[config.mk]
export PLATFORM = sky130hd
export DESIGN_NAME = gap_buffer_line_editor
export DESIGN_NICKNAME = d
export VERILOG_FILES = /design/src/design/gble_pkg.sv /design/src/design/gble_ctrl.sv /design/src/design/gble_dp.sv /design/src/design/gap_buffer_line_editor.sv
export VERILOG_INCLUDE_DIRS = /design/src /design/src/design
export SDC_FILE = /design/constraint.sdc
export NUM_CORES = 1
export LEC_CHECK = 0
export ABC_CLOCK_PERIOD_IN_PS = 7700
export BUFFER_PORTS_ARGS = -buffer_cell sky130_fd_sc_hd__buf_2
export CAP_MARGIN = 40
export CORE_ASPECT_RATIO = 1.4
export CORE_MARGIN = 3
export CORE_UTILIZATION = 70
export CTS_BUF_LIST = sky130_fd_sc_hd__clkbuf_8
export DETAILED_ROUTE_END_ITERATION = 6
export PLACE_DENSITY_LB_ADDON = 0.12
export SLEW_MARGIN = 10
export SYNTH_ARGS = -nofsm -noshare
export SYNTH_HDL_FRONTEND = slang
export SYNTH_SLANG_ARGS = --single-unit
[constraint.sdc]
create_clock -name clk -period 7.7 [get_ports clk]
set_clock_uncertainty 0.2 [all_clocks]
set_input_delay 1.155 -clock clk [delete_from_list [all_inputs] [get_ports clk]]
set_output_delay 1.155 -clock clk [all_outputs]
set_load 0.05 [all_outputs]
[src/design/assert_macros.svh]
// Assertion macros shared by the line editor RTL.
// Included by the controller and datapath modules; no other dependencies.
`ifndef ASSERT_MACROS_SVH
`define ASSERT_MACROS_SVH

// Check that a condition holds at every clock edge outside reset.
`define GBLE_ASSERT_ALWAYS(lbl, clk, rst_n, cond, msg) \
  lbl: assert property (@(posedge clk) disable iff (!rst_n) (cond)) else $error(msg);

// Check that a consequent holds in the same cycle as its antecedent.
`define GBLE_ASSERT_IMPL(lbl, clk, rst_n, ante, cons, msg) \
  lbl: assert property (@(posedge clk) disable iff (!rst_n) (ante) |-> (cons)) else $error(msg);

`endif

[src/design/gble_pkg.sv]
// Shared types, key codes and the key decoder of the gap buffer line editor.
// Used by gble_ctrl, gble_dp and the top level; no dependencies.
`timescale 1ns / 1ps
`default_nettype none

package gble_pkg;

  localparam int KEY_W       = 9;
  localparam int CHAR_W      = 8;
  localparam int POS_W       = 7;
  localparam int IN_TDATA_W  = 16;
  localparam int OUT_TDATA_W = 24;

  localparam logic [KEY_W-1:0] KEY_HOME      = 9'd1;
  localparam logic [KEY_W-1:0] KEY_BACK      = 9'd2;
  localparam logic [KEY_W-1:0] KEY_DEL       = 9'd4;
  localparam logic [KEY_W-1:0] KEY_END       = 9'd5;
  localparam logic [KEY_W-1:0] KEY_FWD       = 9'd6;
  localparam logic [KEY_W-1:0] KEY_BKSP      = 9'd8;
  localparam logic [KEY_W-1:0] KEY_ENTER     = 9'd10;
  localparam logic [KEY_W-1:0] KEY_KILL      = 9'd21;
  localparam logic [KEY_W-1:0] KEY_BKSP_ALT  = 9'd127;
  localparam logic [KEY_W-1:0] KEY_NONE      = 9'd257;
  localparam logic [KEY_W-1:0] KEY_ARROW_UP  = 9'd258;
  localparam logic [KEY_W-1:0] KEY_ARROW_DN  = 9'd259;
  localparam logic [KEY_W-1:0] KEY_ARROW_RT  = 9'd260;
  localparam logic [KEY_W-1:0] KEY_ARROW_LT  = 9'd261;

  typedef enum logic [3:0] {
    KC_NONE  = 4'd0,
    KC_LEFT  = 4'd1,
    KC_RIGHT = 4'd2,
    KC_HOME  = 4'd3,
    KC_END   = 4'd4,
    KC_DEL   = 4'd5,
    KC_BKSP  = 4'd6,
    KC_ENTER = 4'd7,
    KC_KILL  = 4'd8,
    KC_INS   = 4'd9
  } kclass_t;

  typedef struct packed {
    logic load_key;
    logic update;
    logic move_step;
    logic edit;
    logic emit_status;
    logic read_char;
    logic emit_char;
    logic emit_empty;
  } gble_cmd_t;

  typedef struct packed {
    kclass_t kclass;
    logic    move_done;
    logic    out_free;
    logic    line_zero;
    logic    last_char;
  } gble_status_t;

  function automatic kclass_t decode_key(input logic [KEY_W-1:0] key);
    kclass_t kc;
    unique case (key)
      KEY_HOME:                     kc = KC_HOME;
      KEY_BACK, KEY_ARROW_LT:       kc = KC_LEFT;
      KEY_DEL:                      kc = KC_DEL;
      KEY_END:                      kc = KC_END;
      KEY_FWD, KEY_ARROW_RT:        kc = KC_RIGHT;
      KEY_BKSP, KEY_BKSP_ALT:       kc = KC_BKSP;
      KEY_ENTER:                    kc = KC_ENTER;
      KEY_KILL:                     kc = KC_KILL;
      KEY_NONE, KEY_ARROW_UP,
      KEY_ARROW_DN:                 kc = KC_NONE;
      default:                      kc = KC_INS;
    endcase
    return kc;
  endfunction

endpackage

`default_nettype wire

[src/design/gble_ctrl.sv]
// Controller state machine of the line editor: sequences key handling.
// Depends on gble_pkg and assert_macros.svh; drives gble_dp by commands.
`timescale 1ns / 1ps
`default_nettype none
`include "assert_macros.svh"

module gble_ctrl (
  input  wire logic                  clk,
  input  wire logic                  rst_n,
  input  wire logic                  in_tvalid,
  output logic                       in_tready,
  input  wire gble_pkg::gble_status_t status_i,
  output gble_pkg::gble_cmd_t         cmd_o
);

  typedef enum logic [7:0] {
    S_IDLE   = 8'b0000_0001,
    S_UPDATE = 8'b0000_0010,
    S_MOVE   = 8'b0000_0100,
    S_EDIT   = 8'b0000_1000,
    S_STATUS = 8'b0001_0000,
    S_LREAD  = 8'b0010_0000,
    S_LEMIT  = 8'b0100_0000,
    S_LEMPTY = 8'b1000_0000
  } state_t;

  state_t state_r, state_nxt;

  always_comb begin
    state_nxt = state_r;
    cmd_o     = '0;
    in_tready = 1'b0;
    unique case (state_r)
      S_IDLE: begin
        in_tready = 1'b1;
        if (in_tvalid) begin
          cmd_o.load_key = 1'b1;
          state_nxt      = S_UPDATE;
        end
      end
      S_UPDATE: begin
        cmd_o.update = 1'b1;
        unique case (status_i.kclass)
          gble_pkg::KC_DEL, gble_pkg::KC_BKSP, gble_pkg::KC_INS: state_nxt = S_MOVE;
          gble_pkg::KC_ENTER: state_nxt = status_i.line_zero ? S_LEMPTY : S_LREAD;
          default: state_nxt = S_STATUS;
        endcase
      end
      S_MOVE: begin
        cmd_o.move_step = 1'b1;
        if (status_i.move_done) begin
          state_nxt = S_EDIT;
        end
      end
      S_EDIT: begin
        cmd_o.edit = 1'b1;
        state_nxt  = S_STATUS;
      end
      S_STATUS: begin
        if (status_i.out_free) begin
          cmd_o.emit_status = 1'b1;
          state_nxt         = S_IDLE;
        end
      end
      S_LREAD: begin
        cmd_o.read_char = 1'b1;
        state_nxt       = S_LEMIT;
      end
      S_LEMIT: begin
        if (status_i.out_free) begin
          cmd_o.emit_char = 1'b1;
          state_nxt       = status_i.last_char ? S_IDLE : S_LREAD;
        end
      end
      S_LEMPTY: begin
        if (status_i.out_free) begin
          cmd_o.emit_empty = 1'b1;
          state_nxt        = S_IDLE;
        end
      end
      default: state_nxt = S_IDLE;
    endcase
  end

  always_ff @(posedge clk) begin
    if (!rst_n) begin
      state_r <= S_IDLE;
    end else begin
      state_r <= state_nxt;
    end
  end

  `GBLE_ASSERT_IMPL(a_edit_after_drain, clk, rst_n, state_r == S_EDIT, $past(status_i.move_done), "edit entered before gap move drained")

endmodule

`default_nettype wire

[src/design/gble_dp.sv]
// Datapath of the line editor: text store, gap pointers, cursor, output register.
// Depends on gble_pkg and assert_macros.svh; commanded by gble_ctrl.
`timescale 1ns / 1ps
`default_nettype none
`include "assert_macros.svh"

module gble_dp #(
  parameter int CAPACITY = 64
) (
  input  wire logic                              clk,
  input  wire logic                              rst_n,
  input  wire logic [gble_pkg::KEY_W-1:0]        key_i,
  input  wire gble_pkg::gble_cmd_t               cmd_i,
  output gble_pkg::gble_status_t                 status_o,
  input  wire logic                              out_tready_i,
  output logic                                   out_valid_o,
  output logic                                   out_kind_o,
  output logic [gble_pkg::CHAR_W-1:0]            out_char_o,
  output logic [gble_pkg::POS_W-1:0]             out_pos_o,
  output logic [gble_pkg::POS_W-1:0]             out_len_o,
  output logic                                   out_refused_o,
  output logic                                   out_empty_o,
  output logic                                   out_last_o
);

  localparam int AW = $clog2(CAPACITY);
  localparam logic [gble_pkg::POS_W-1:0] CAP_P = gble_pkg::POS_W'(CAPACITY);

  logic [gble_pkg::CHAR_W-1:0] mem [CAPACITY];

  logic [gble_pkg::POS_W-1:0] gs_r, gs_nxt, ge_r, ge_nxt, cur_r, cur_nxt;
  logic [gble_pkg::POS_W-1:0] rd_idx_r, rd_idx_nxt;
  logic [gble_pkg::CHAR_W-1:0] key_r, key_nxt, rd_data_r;
  gble_pkg::kclass_t kclass_r, kclass_nxt;
  logic refused_r, refused_nxt;
  logic wr_pend_r, wr_pend_nxt;
  logic [AW-1:0] wr_addr_r, wr_addr_nxt;

  logic out_valid_r, out_valid_nxt;
  logic out_kind_r, out_kind_nxt, out_refused_r, out_refused_nxt;
  logic out_empty_r, out_empty_nxt, out_last_r, out_last_nxt;
  logic [gble_pkg::CHAR_W-1:0] out_char_r, out_char_nxt;
  logic [gble_pkg::POS_W-1:0] out_pos_r, out_pos_nxt, out_len_r, out_len_nxt;

  logic                        mem_we, mem_re;
  logic [AW-1:0]               mem_waddr, mem_raddr;
  logic [gble_pkg::CHAR_W-1:0] mem_wdata;

  logic [gble_pkg::POS_W-1:0] len_w, line_idx;
  logic at_cursor, fwd, out_free, last_char;

  assign len_w     = gs_r + (CAP_P - ge_r);
  assign at_cursor = (cur_r == gs_r);
  assign fwd       = (cur_r > gs_r);
  assign line_idx  = (rd_idx_r < gs_r) ? rd_idx_r : ge_r + (rd_idx_r - gs_r);
  assign out_free  = !out_valid_r || out_tready_i;
  assign last_char = ((rd_idx_r + 1'b1) == len_w);

  assign status_o.kclass    = kclass_r;
  assign status_o.move_done = at_cursor && !wr_pend_r;
  assign status_o.out_free  = out_free;
  assign status_o.line_zero = (len_w == '0);
  assign status_o.last_char = last_char;

  always_comb begin
    gs_nxt          = gs_r;
    ge_nxt          = ge_r;
    cur_nxt         = cur_r;
    rd_idx_nxt      = rd_idx_r;
    key_nxt         = key_r;
    kclass_nxt      = kclass_r;
    refused_nxt     = refused_r;
    wr_pend_nxt     = 1'b0;
    wr_addr_nxt     = wr_addr_r;
    mem_we          = wr_pend_r;
    mem_waddr       = wr_addr_r;
    mem_wdata       = rd_data_r;
    mem_re          = 1'b0;
    mem_raddr       = '0;
    out_valid_nxt   = out_valid_r && !out_tready_i;
    out_kind_nxt    = out_kind_r;
    out_char_nxt    = out_char_r;
    out_pos_nxt     = out_pos_r;
    out_len_nxt     = out_len_r;
    out_refused_nxt = out_refused_r;
    out_empty_nxt   = out_empty_r;
    out_last_nxt    = out_last_r;

    priority if (cmd_i.load_key) begin
      key_nxt     = key_i[gble_pkg::CHAR_W-1:0];
      kclass_nxt  = gble_pkg::decode_key(key_i);
      refused_nxt = 1'b0;
      rd_idx_nxt  = '0;
    end else if (cmd_i.update) begin
      unique case (kclass_r)
        gble_pkg::KC_LEFT:  if (cur_r != '0) cur_nxt = cur_r - 1'b1;
        gble_pkg::KC_RIGHT: if (cur_r < len_w) cur_nxt = cur_r + 1'b1;
        gble_pkg::KC_HOME:  cur_nxt = '0;
        gble_pkg::KC_END:   cur_nxt = len_w;
        gble_pkg::KC_KILL: begin
          gs_nxt  = '0;
          ge_nxt  = CAP_P;
          cur_nxt = '0;
        end
        default: ;
      endcase
    end else if (cmd_i.move_step) begin
      // one character crosses the gap per cycle; its write lands in the next cycle
      if (!at_cursor) begin
        mem_re      = 1'b1;
        wr_pend_nxt = 1'b1;
        if (fwd) begin
          mem_raddr   = ge_r[AW-1:0];
          wr_addr_nxt = gs_r[AW-1:0];
          gs_nxt      = gs_r + 1'b1;
          ge_nxt      = ge_r + 1'b1;
        end else begin
          mem_raddr   = AW'(gs_r - 1'b1);
          wr_addr_nxt = AW'(ge_r - 1'b1);
          gs_nxt      = gs_r - 1'b1;
          ge_nxt      = ge_r - 1'b1;
        end
      end
    end else if (cmd_i.edit) begin
      unique case (kclass_r)
        gble_pkg::KC_DEL: if (ge_r < CAP_P) ge_nxt = ge_r + 1'b1;
        gble_pkg::KC_BKSP: begin
          if (gs_r != '0) begin
            gs_nxt  = gs_r - 1'b1;
            cur_nxt = cur_r - 1'b1;
          end
        end
        gble_pkg::KC_INS: begin
          if (gs_r >= ge_r) begin
            refused_nxt = 1'b1;
          end else begin
            mem_we    = 1'b1;
            mem_waddr = gs_r[AW-1:0];
            mem_wdata = key_r;
            gs_nxt    = gs_r + 1'b1;
            cur_nxt   = cur_r + 1'b1;
          end
        end
        default: ;
      endcase
    end else if (cmd_i.emit_status) begin
      out_valid_nxt   = 1'b1;
      out_kind_nxt    = 1'b0;
      out_char_nxt    = '0;
      out_pos_nxt     = cur_r;
      out_len_nxt     = len_w;
      out_refused_nxt = refused_r;
      out_empty_nxt   = 1'b0;
      out_last_nxt    = 1'b1;
    end else if (cmd_i.read_char) begin
      mem_re    = 1'b1;
      mem_raddr = line_idx[AW-1:0];
    end else if (cmd_i.emit_char) begin
      out_valid_nxt   = 1'b1;
      out_kind_nxt    = 1'b1;
      out_char_nxt    = rd_data_r;
      out_pos_nxt     = rd_idx_r;
      out_len_nxt     = len_w;
      out_refused_nxt = 1'b0;
      out_empty_nxt   = 1'b0;
      out_last_nxt    = last_char;
      rd_idx_nxt      = rd_idx_r + 1'b1;
      if (last_char) begin
        gs_nxt  = '0;
        ge_nxt  = CAP_P;
        cur_nxt = '0;
      end
    end else if (cmd_i.emit_empty) begin
      out_valid_nxt   = 1'b1;
      out_kind_nxt    = 1'b1;
      out_char_nxt    = '0;
      out_pos_nxt     = '0;
      out_len_nxt     = '0;
      out_refused_nxt = 1'b0;
      out_empty_nxt   = 1'b1;
      out_last_nxt    = 1'b1;
      gs_nxt          = '0;
      ge_nxt          = CAP_P;
      cur_nxt         = '0;
    end else begin
      // hold
    end
  end

  always_ff @(posedge clk) begin
    if (mem_we) begin
      mem[mem_waddr] <= mem_wdata;
    end
    if (mem_re) begin
      rd_data_r <= mem[mem_raddr];
    end
  end

  always_ff @(posedge clk) begin
    if (!rst_n) begin
      gs_r        <= '0;
      ge_r        <= CAP_P;
      cur_r       <= '0;
      refused_r   <= 1'b0;
      wr_pend_r   <= 1'b0;
      out_valid_r <= 1'b0;
    end else begin
      gs_r        <= gs_nxt;
      ge_r        <= ge_nxt;
      cur_r       <= cur_nxt;
      refused_r   <= refused_nxt;
      wr_pend_r   <= wr_pend_nxt;
      out_valid_r <= out_valid_nxt;
    end
  end

  always_ff @(posedge clk) begin
    rd_idx_r      <= rd_idx_nxt;
    key_r         <= key_nxt;
    kclass_r      <= kclass_nxt;
    wr_addr_r     <= wr_addr_nxt;
    out_kind_r    <= out_kind_nxt;
    out_char_r    <= out_char_nxt;
    out_pos_r     <= out_pos_nxt;
    out_len_r     <= out_len_nxt;
    out_refused_r <= out_refused_nxt;
    out_empty_r   <= out_empty_nxt;
    out_last_r    <= out_last_nxt;
  end

  assign out_valid_o   = out_valid_r;
  assign out_kind_o    = out_kind_r;
  assign out_char_o    = out_char_r;
  assign out_pos_o     = out_pos_r;
  assign out_len_o     = out_len_r;
  assign out_refused_o = out_refused_r;
  assign out_empty_o   = out_empty_r;
  assign out_last_o    = out_last_r;

  `GBLE_ASSERT_ALWAYS(a_gap_order, clk, rst_n, gs_r <= ge_r, "gap start passed gap end")
  `GBLE_ASSERT_ALWAYS(a_cursor_in_line, clk, rst_n, cur_r <= len_w, "cursor beyond line end")
  `GBLE_ASSERT_IMPL(a_no_move_hazard, clk, rst_n, wr_pend_r && mem_re, wr_addr_r != mem_raddr, "gap move reads an entry still being written")
  `GBLE_ASSERT_IMPL(a_readout_in_line, clk, rst_n, cmd_i.emit_char, rd_idx_r < len_w, "line readout past line end")

endmodule

`default_nettype wire

[src/design/gap_buffer_line_editor.sv]
// Top level of the gap buffer line editor: stream ports, controller and datapath.
// Depends on gble_pkg, gble_ctrl and gble_dp.
`timescale 1ns / 1ps
`default_nettype none

// Line editor over a gap buffer of CAPACITY characters. Each input transaction
// carries one key code, which the block decodes; it answers every key but Enter with one
// status transaction (kind 0) that reports the cursor position, the line length
// and whether an insert was refused because the store was full. Enter streams
// the line out as one transaction per character (kind 1, tlast on the final
// one), or a single transaction with line_empty set when nothing is held, and
// then empties the buffer. Cursor moves only update a pointer; the gap is moved
// to the cursor lazily, just before a delete, backspace or insert. A key that
// only moves the cursor passes through the update and status states; an edit
// also passes through the gap move and the edit state, where the text store
// moves one character per cycle across the gap, up to CAPACITY, and the write
// of the last moved character lands in the following cycle. Enter reads each
// character from the store into a register before it is emitted. A new key is
// accepted only once the previous key's transactions are all handed to the
// output register, which lets the last result wait for the downstream side
// while the next key arrives.
// No clearing pass is needed after reset: store entries are only read after
// they were written.
module gap_buffer_line_editor #(
  parameter int CAPACITY = 64
) (
  input  wire logic                                clk,
  input  wire logic                                rst_n,
  // input channel
  input  wire logic                                in_tvalid,
  output logic                                     in_tready,
  input  wire logic [gble_pkg::IN_TDATA_W-1:0]     in_tdata,   // [8:0] key_code, [15:9] zero
  // result channel
  output logic                                     out_tvalid,
  input  wire logic                                out_tready,
  output logic [gble_pkg::OUT_TDATA_W-1:0]         out_tdata,  // [7:0] char_out,
                                                               // [14:8] cursor_pos,
                                                               // [21:15] line_length,
                                                               // [22] insert_refused,
                                                               // [23] line_empty
  output logic                                     out_tuser,  // [0] kind
  output logic                                     out_tlast
);

  gble_pkg::gble_cmd_t    cmd;
  gble_pkg::gble_status_t status;

  logic                        out_kind, out_refused, out_empty;
  logic [gble_pkg::CHAR_W-1:0] out_char;
  logic [gble_pkg::POS_W-1:0]  out_pos, out_len;

  // sequence each key: decode, gap move, edit, result emission
  gble_ctrl u_ctrl (
    .clk       (clk),
    .rst_n     (rst_n),
    .in_tvalid (in_tvalid),
    .in_tready (in_tready),
    .status_i  (status),
    .cmd_o     (cmd)
  );

  // text store, gap pointers, cursor and output register
  gble_dp #(
    .CAPACITY (CAPACITY)
  ) u_dp (
    .clk           (clk),
    .rst_n         (rst_n),
    .key_i         (in_tdata[gble_pkg::KEY_W-1:0]),
    .cmd_i         (cmd),
    .status_o      (status),
    .out_tready_i  (out_tready),
    .out_valid_o   (out_tvalid),
    .out_kind_o    (out_kind),
    .out_char_o    (out_char),
    .out_pos_o     (out_pos),
    .out_len_o     (out_len),
    .out_refused_o (out_refused),
    .out_empty_o   (out_empty),
    .out_last_o    (out_tlast)
  );

  // pack the result fields, lowest field in the lowest bits
  assign out_tdata = {out_empty, out_refused, out_len, out_pos, out_char};
  assign out_tuser = out_kind;

endmodule

`default_nettype wire
== After elaboration in Yosys (flattened, before gate mapping) ==
Memories as Yosys holds them, arrays and structs flattened. A register that Yosys moved wholly into a read port is not among the register bits.
Index checks and enable logic that the tools add are counted.
Widths: inputs -> output; s select.
Storage, ports and cells
  output and inout port bits: 28
  memories: 1
  bits in writable memories: 512
  input bits: 20
  flip-flop bits (word level): 83
  word-level logic and storage cells: 251
Cells by class
  reduce and logical (&&, ||, !) cells: 29
  multiplexer cells: 121
  bitwise gates (word level): 8
  magnitude comparators: 5
  add/sub/neg operators: 11
  equality and inequality tests: 58
Memories
  u_dp.mem: depth 64, bits a word 8, read ports 1, clocked after Yosys merged registers in 1, write ports 1, line gble_dp.sv:29  | logic [gble_pkg::CHAR_W-1:0] mem [CAPACITY];
Operator list (number)
  $mux 7: 39
  $mux 8: 14
  $mux 6: 17
  $pmux 8 s7: 1
  $eq 9x9->1 const B: 5
  $mux 1: 45
  $pmux 4 s9: 1
  $add 7x1->7 const B: 4
  $pmux 7 s2: 2
  $pmux 7 s4: 1
  $eq 9x3->1 const B: 3
  $ne 4x1->1 const B: 6
  $sub 7x1->7 const B: 3
  $eq 9x4->1 const B: 2
  $eq 4x3->1 const B: 4
  $pmux 8 s2: 1
  $eq 7x7->1: 2
  $lt 7x7->1: 2
  $reduce_bool 7->1: 2
  $reduce_and 12->1: 1
  $reduce_and 6->1: 2
  $reduce_or 2->1: 6
  $ne 2x1->1 const B: 5
  $ne 5x1->1 const B: 2
  45 further kinds: 62

== Logic depth before layout (Yosys ltp) ==
Gate-level depths: netlist of run 1.
  depth in word-level cells: 12
  depth in mapped cells: 19
  depth with buffers taken out: 17

== Hierarchy ==
From an unflattened synthesis of run 1, not the netlist that was laid out.
Unflattened totals
  cell total of the unflattened synthesis: 2298
  area total of the unflattened synthesis: 28005.6 um^2
Modules (own cells, without submodules)
  gble_dp: cells an instance 2216, area an instance 27357.5 um^2, times used 1, seq. area each 17556.8 um^2
  gble_ctrl: cells an instance 80, area an instance 633.1 um^2, times used 1, seq. area each 160.2 um^2
  gap_buffer_line_editor: cells an instance 2, area an instance 15.0 um^2, times used 1, seq. area each 0.0 um^2

== Worst setup path before layout of run 1 ==
No wires, ideal clock.
  path type: register to register
  from: register u_dp.gs_r[2] (netlist name)
  to: register u_dp.rd_data_r[4] (netlist name) (read register of u_dp.mem), data pin
  cell stages (with the launch flop): 17
  period minus slack after synthesis: 4125 ps
  setup time: 254 ps
  slack: 3575 ps
  path buffers: 4
  arrival time: 3671 ps
  required time: 7246 ps
  cell sequence: dfxtp_1 > clkbuf_1 > clkinv_1 > ha_1 > a21oi_1 > a21o_1 > and2_1 > buf_2 > mux2_2 > a311o_1 > buf_2 > buf_2 > a21oi_1 > o21ai_0 > a221oi_1 > a211oi_2 > a21o_1
Between the ends
  word-level cells in the longest chain between the ends: 9
  elaborated cells between the ends (all ways): 19
  classes of those cells: add/sub (3); order compare (2); eq/ne (1); mux (13)
Ends and longest elaborated chain
  start: declaration: line gble_dp.sv:31  | logic [gble_pkg::POS_W-1:0] gs_r, gs_nxt, ge_r, ge_nxt, cur_r, cur_nxt;
  start signal: assignment: line gble_dp.sv:208  | gs_r <= gs_nxt;
  $sub 6x6->6: line gble_dp.sv:55  | assign line_idx = (rd_idx_r < gs_r) ? rd_idx_r : ge_r + (rd_idx_r - gs_r);
  $add 6x6->6: line gble_dp.sv:55
  $mux 6: line gble_dp.sv:55
  $mux 6: line gble_dp.sv:155  | end else if (cmd_i.read_char) begin
  $mux 6: line gble_dp.sv:146  | end else if (cmd_i.emit_status) begin
  $mux 6: line gble_dp.sv:124  | end else if (cmd_i.edit) begin
  $mux 6: line gble_dp.sv:107  | end else if (cmd_i.move_step) begin
  $mux 6: line gble_dp.sv:94  | end else if (cmd_i.update) begin
  $mux 6: line gble_dp.sv:89  | priority if (cmd_i.load_key) begin
  end: declaration: line gble_dp.sv:33  | logic [gble_pkg::CHAR_W-1:0] key_r, key_nxt, rd_data_r;
Several ways; a longest one is shown, not always the timed one.
A chain may end at the register's enable or synchronous reset.

== Final worst setup path of run 1 ==
  from: register u_dp.gs_r[2] (netlist name)
  to: register u_dp.rd_data_r[5] (netlist name) (read register of u_dp.mem), data pin
Same word-level chain as after synthesis.

==> flow_summary.ini, run 1 <==
[logic_synthesis]
ys_types = 86
async_reset_ff_frac = 0
synth.avg_cell_area_um2 = 11.9
ys_seq_area_frac = 0.637
mappedNetlistArea_um2 = 27800
synth_edf_count = 564
ys_seq_elements = 603
syn_nets = 2413
ys_warn_count = 0
synth_ff_type = edfxtp_1
syn_inst = 2339

[timing]
report.final.setup_viol = 0
min_period_over_period = 0.798
rsz0062_at_grt = false
fmax_ghz = 0.163
hold_violations = 0
slew_headroom = 0.392
drv_slew = 0
worst_pin_slew_ps = 911
final.setup.tns_ps = 0
min_period_ps = 6140
hold_slack_ps = 358

[die]
die_width_um = 174
fp.dieH_um = 242
initial_core_util = 0.716
fp.coreArea_um2 = 38800
ios = 48
fp-row-count = 85
die_area_um2 = 42200

[worst_setup_path]
critPathLaunchType = flop
cp.required_ps = 8050
worst-path-max-fanout = 47
crit_arrival_ps = 6490
crit_type = flop to flop
max_stage_delay_ps = 750
worstPathCellList = clkinv_1, ha_1, a21oi_1, a21o_1, and2_1, a211oi_1, or3_4, buf_12, buf_4, nand2_1, and3_1, a211oi_1, nor3_1, nor3b_1, a21o_1
slowest_stage = dfxtp_1
cp-end-kind = flop
crit_family = simple AND/OR/NAND/NOR gates
crit_cells = 15
cp_num_buf_inv = 3
rr_worst_depth = 15

[power]
leakagePower_uw = 0.0106
total_power_uw = 5970
ir_drop_uv = 278
powerDensity_nw_per_um2 = 199

[cells_and_area]
final_cell_area_um2 = 30000
final_cells = 2965
multi_input_area_um2 = 9110
syn_to_final_growth_pct = 8.02
fillers = 2398
layout.area.seq_um2 = 17700
drive_gt1_frac = 0.104
finalNetCount = 2449

[clock_network]
cts_hold_buf = 0
clk_path_buf_depth = 3
cts_tree = built
cts_root_buf = clkbuf_8
cts_made_buffers = 86
clkTransAtPathRegs_ps = 60
post_cts_buffers = 0
cts_sinks = 603
worstSkewPairLatency_ps = 700
cts_resized = 0
htreeDepth = 3

[detailed_routing]
drc = 0
vias = 19922
drt_pass1_iterations = 7
ant_nets = 0
viasPerCell = 6.72
wire_per_inst_um = 25.9
postRouteWirelength_um = 76700
dr.first_iter.drc_count = 2736

[placement]
place.port_buffers = 40
dpl_cell_area_um2 = 28500
gp_congestion = 0.953
dp_hpwl_um = 51300
dp.cells = 2807

[hold_path]
hold_depth = 2
hold_class = flop to flop

[global_route]
grt_overflow = 0
grt_pass1_wl_um = 114000
globalRouteTotalUtil = 0.361
grt_max_degree = 87
antenna_found_initial = 2
grt_pass1_vias = 19388

[job]
maxCapViolations = 0

[status]
outcome = finished clean
[layout by cell type (no fill, tap or decap), types with 26 or more instances in the layout]
cell type,n
a211oi_1,37
a21oi_1,111
a221oi_1,32
and3_1,40
buf_2,40
buf_4,41
clkbuf_8,87
clkinv_1,26
dfxtp_1,39
edfxtp_1,564
ha_1,45
inv_1,92
mux2i_1,50
nand2_1,404
nand3_1,149
nor2_1,149
nor3_1,43
o21ai_0,79
xnor2_1,41
[path summary, 6_finish.rpt]
check,start,end,slack [ps]
worst max-delay path,u_dp.gs_r[2],u_dp.rd_data_r[5],1560
worst min-delay path,u_dp.ge_r[1],u_dp.ge_r[1],360
worst max register to register,u_dp.gs_r[2],u_dp.rd_data_r[5],1560
worst min register to register,u_dp.ge_r[1],u_dp.ge_r[1],360
[registers in the layout, summed over array words and instances, names as in the netlist, 7 cells and up]
name             flops
u_dp.mem           512
u_dp.ge_r            7
u_dp.rd_idx_r        7
u_ctrl.state_r       8
u_dp.out_len_o       7
u_dp.rd_data_r       8
u_dp.out_char_o      8
u_dp.cur_r           7
u_dp.key_r           8
u_dp.gs_r            7
u_dp.out_pos_o       7
[cells by family after synthesis]
| group | Yosys count | synth area share |
|---|---|---|
| and+or+nand+nor | 913 | 0.151 |
| DFF | 603 | 0.637 |
| AOI/OAI and AO/OA | 432 | 0.106 |
| buffers and inverters | 218 | 0.0381 |
| muxes | 66 | 0.0245 |
| adders and majority gates | 54 | 0.0267 |
| xor gates and xnor gates | 53 | 0.0167 |
[where the power goes]
group / internal (uW) / switching (uW)
Combinational: 35.8 / 81.3
Clock: 1100 / 1200
Sequential: 3540 / 10.1
[per-layer routing]
metal | vias to the layer above | track usage | part of all wire | wire, um
met5 | - | 0 | 0.000091 | 7
met2 | 1258 | 0.620 | 0.51 | 38800
met3 | 332 | 0.0610 | 0.087 | 6660
li1 | 8739 | - | - | -
met1 | 9591 | 0.410 | 0.33 | 25000
met4 | 2 | 0.254 | 0.081 | 6240
[cells in the mapped netlist (11+ instances only)]
| cell type | instances | area, um^2 |
|---|---|---|
| a211oi_1 | 37 | 278 |
| a21oi_1 | 111 | 556 |
| a221oi_1 | 32 | 280 |
| a31oi_1 | 24 | 150 |
| and3_1 | 40 | 250 |
| buf_2 | 58 | 290 |
| buf_4 | 21 | 158 |
| buf_6 | 12 | 135 |
| clkbuf_1 | 50 | 188 |
| dfxtp_1 | 39 | 781 |
| edfxtp_1 | 564 | 16900 |
| ha_1 | 45 | 563 |
| inv_1 | 67 | 251 |
| mux2_2 | 16 | 180 |
| mux2i_1 | 50 | 500 |
| nand2_1 | 404 | 1520 |
| nand2b_1 | 23 | 144 |
| nand3_1 | 149 | 746 |
| nand4_1 | 16 | 100 |
| nor2_1 | 150 | 563 |
| nor2b_1 | 18 | 113 |
| nor3_1 | 44 | 220 |
| nor4_1 | 12 | 75.1 |
| o21ai_0 | 79 | 395 |
| o22ai_1 | 11 | 68.8 |
| or3_1 | 15 | 93.8 |
| xnor2_1 | 41 | 359 |
| xor2_1 | 12 | 105 |
[layout make-up]
cell class,count,share of cell area
diodes,1,0.0000833
clock buffers,87,0.0399
clock inverters,68,0.0113
inverters,73,0.00913
multi-input cells,1518,0.304
flip-flops and latches,603,0.590
well taps,522,0.0218
repair buffers,93,0.0244
[worst register-to-register path, cell delays in order (launching register included)]
cell      delay, ps
dfxtp_1         750
clkinv_1        580
ha_1            500
a21oi_1          70
a21o_1          270
and2_1          410
a211oi_1        580
or3_4           510
buf_12          310
buf_4           530
nand2_1         140
and3_1          200
a211oi_1        280
nor3_1          110
nor3b_1         390
a21o_1          180
[per-stage QoR]
stage               utilization  worst slack (ps)
CTS                       0.772              1580
global placement          0.729              1740
detailed placement        0.733              1590
global route              0.773              1330
finish                    0.774              1560
floorplan                     -              3570
No activity file was read; power rests on OpenSTA's default activity.
==> inputs of run 2 (changes only) <==
Settings changed: ABC_CLOCK_PERIOD_IN_PS 7700 to 5000, CORE_UTILIZATION 70 to 59.
Clock period 7.7 ns to 5 ns, I/O delays scaled along.
==> run 2 against run 1 <==
  * Via count rose by 1.4%
  * Combinational power grew 50%
  * Power grew 56%
  * Sequential share of layout area is 2.4 points lower
  * First-iteration DRC count is 21% lower
  * Critical endpoint is now u_dp.mem[23][1]
==> flow_summary.ini, run 2 (same netlist as run 1, synthesis figures left out) <==
[detailed_routing]
drt_pass1_iterations = 6
postRouteWirelength_um = 80400
vias = 20209
dr.first_iter.drc_count = 2159
ant_nets = 0
wire_per_inst_um = 25.1
viasPerCell = 6.30
drc = 0

[worst_setup_path]
cp-end-kind = flop
critPathLaunchType = flop
cp.required_ps = 5180
crit_arrival_ps = 4940
crit_type = flop to flop
worst-path-max-fanout = 22

[timing]
min_period_ps = 4760
rsz0062_at_grt = false
worst_pin_slew_ps = 872
final.setup.tns_ps = 0
hold_violations = 0
fmax_ghz = 0.210
slew_headroom = 0.419
report.final.setup_viol = 0
drv_slew = 0
setup_ws_ps = 239
min_period_over_period = 0.952

[clock_network]
cts_made_buffers = 89
cts_root_buf = clkbuf_8
clk_path_buf_depth = 3
cts_tree = built
htreeDepth = 3
cts_sinks = 603
clkTransAtPathRegs_ps = 70
worstSkewPairLatency_ps = 710
cts_hold_buf = 0

[die]
fp-row-count = 93
fp.dieH_um = 263
ios = 48
fp.coreArea_um2 = 46300
initial_core_util = 0.600
die_area_um2 = 49800
die_width_um = 189

[cells_and_area]
drive_gt1_frac = 0.154
fillers = 3509
final_cell_mix = edfxtp_1 (564), nand2_1 (404), buf_4 (178)
regMostFlops = u_dp.mem
largest_reg_flops = 512
final_common_cell = edfxtp_1
finalNetCount = 2592
final_cell_area_um2 = 31300
syn_to_final_growth_pct = 12.7

[placement]
dp_slack_ps = 265
place.port_buffers = 40
dp_hpwl_um = 54400
gp_congestion = 1.00
dpl_cell_area_um2 = 29700

[global_route]
antenna_found_initial = 1
grt_overflow = 0
grt_pass1_wl_um = 119000
grt_max_degree = 65
grt_pass1_vias = 19875
globalRouteTotalUtil = 0.320

[power]
total_power_uw = 9340
ir_drop_uv = 307
leakagePower_uw = 0.0114
p_seq_frac = 0.586
netSwitchingFraction = 0.215
powerDensity_nw_per_um2 = 298
internal_power_uw = 7330
p_switching_uw = 2010
clockPowerShare = 0.395
power_frac_comb = 0.019

[job]
maxCapViolations = 0

[status]
outcome = finished clean

[hold_path]
hold_class = input pin to flop
## run 2: power groups by stage
stage / Sequential (uW) / Clock (uW) / Combinational [uW]
final: 5470 / 3690 / 176
after global placement: 5580 / 0 / 170
after detailed placement: 5580 / 0 / 173
after floorplan: 5580 / 0 / 118
after CTS: 5470 / 3730 / 174
after global routing: 5470 / 3960 / 189
## run 2: metrics by stage
step	hold WS [ps]	util	instances
after global routing	56.1	0.676	3210
final	66.4	0.676	3210
after detailed placement	364	0.641	3044
after global placement	354	0.640	3041
after CTS	23.0	0.676	3209
after floorplan	232	-	2339
## run 2: worst paths after layout
kind	start	slack [ps]	depth (start not counted)	endpoint
worst max-delay path	u_dp.ge_r[1]	240	13	u_dp.mem[23][1]
worst min-delay path	in_tdata[4]	70	1	u_dp.key_r[4]
worst max register to register	u_dp.ge_r[1]	240	13	u_dp.mem[23][1]
worst min register to register	u_dp.cur_r[0]	370	2	u_dp.cur_r[0]
## run 2: layout make-up
type,instances,area [um^2],area share
Clock buffer,92,1270,0.0404
Clock inverter,73,367,0.0117
Inverter,73,274,0.00875
Antenna cell,1,2.50,0.0000799
Multi-Input combinational cell,1518,9110,0.291
Tap cell,617,772,0.0246
Timing Repair Buffer,233,1810,0.0577
Sequential cell,603,17700,0.566
## run 2: critical path: stages, from the launching register on
cell and delay, ps:
dfxtp_1 490, inv_1 130, buf_4 170, ha_1 250, fa_1 370, a31oi_1 170, o21ai_0 120, a31oi_1 200
and3_1 640, nor2b_1 150, a21oi_1 610, nand2_1 490, nor2_1 230, buf_4 210
## run 2: routing by layer
layer	share of wire	wire length, um	vias to the layer above	global-route usage
li1	-	-	9016	-
met5	0	0	-	0
met1	0.35	27900	9811	0.367
met2	0.51	40700	1097	0.555
met3	0.074	5980	285	0.0456
met4	0.073	5890	0	0.213
## run 2: what timing repair did
action                                 4_1_cts  5_1_grt
gates resized for setup                      0        2
setup endpoints to repair                    0        2
endpoints found under the hold margin        0        0
setup buffers                                0        0
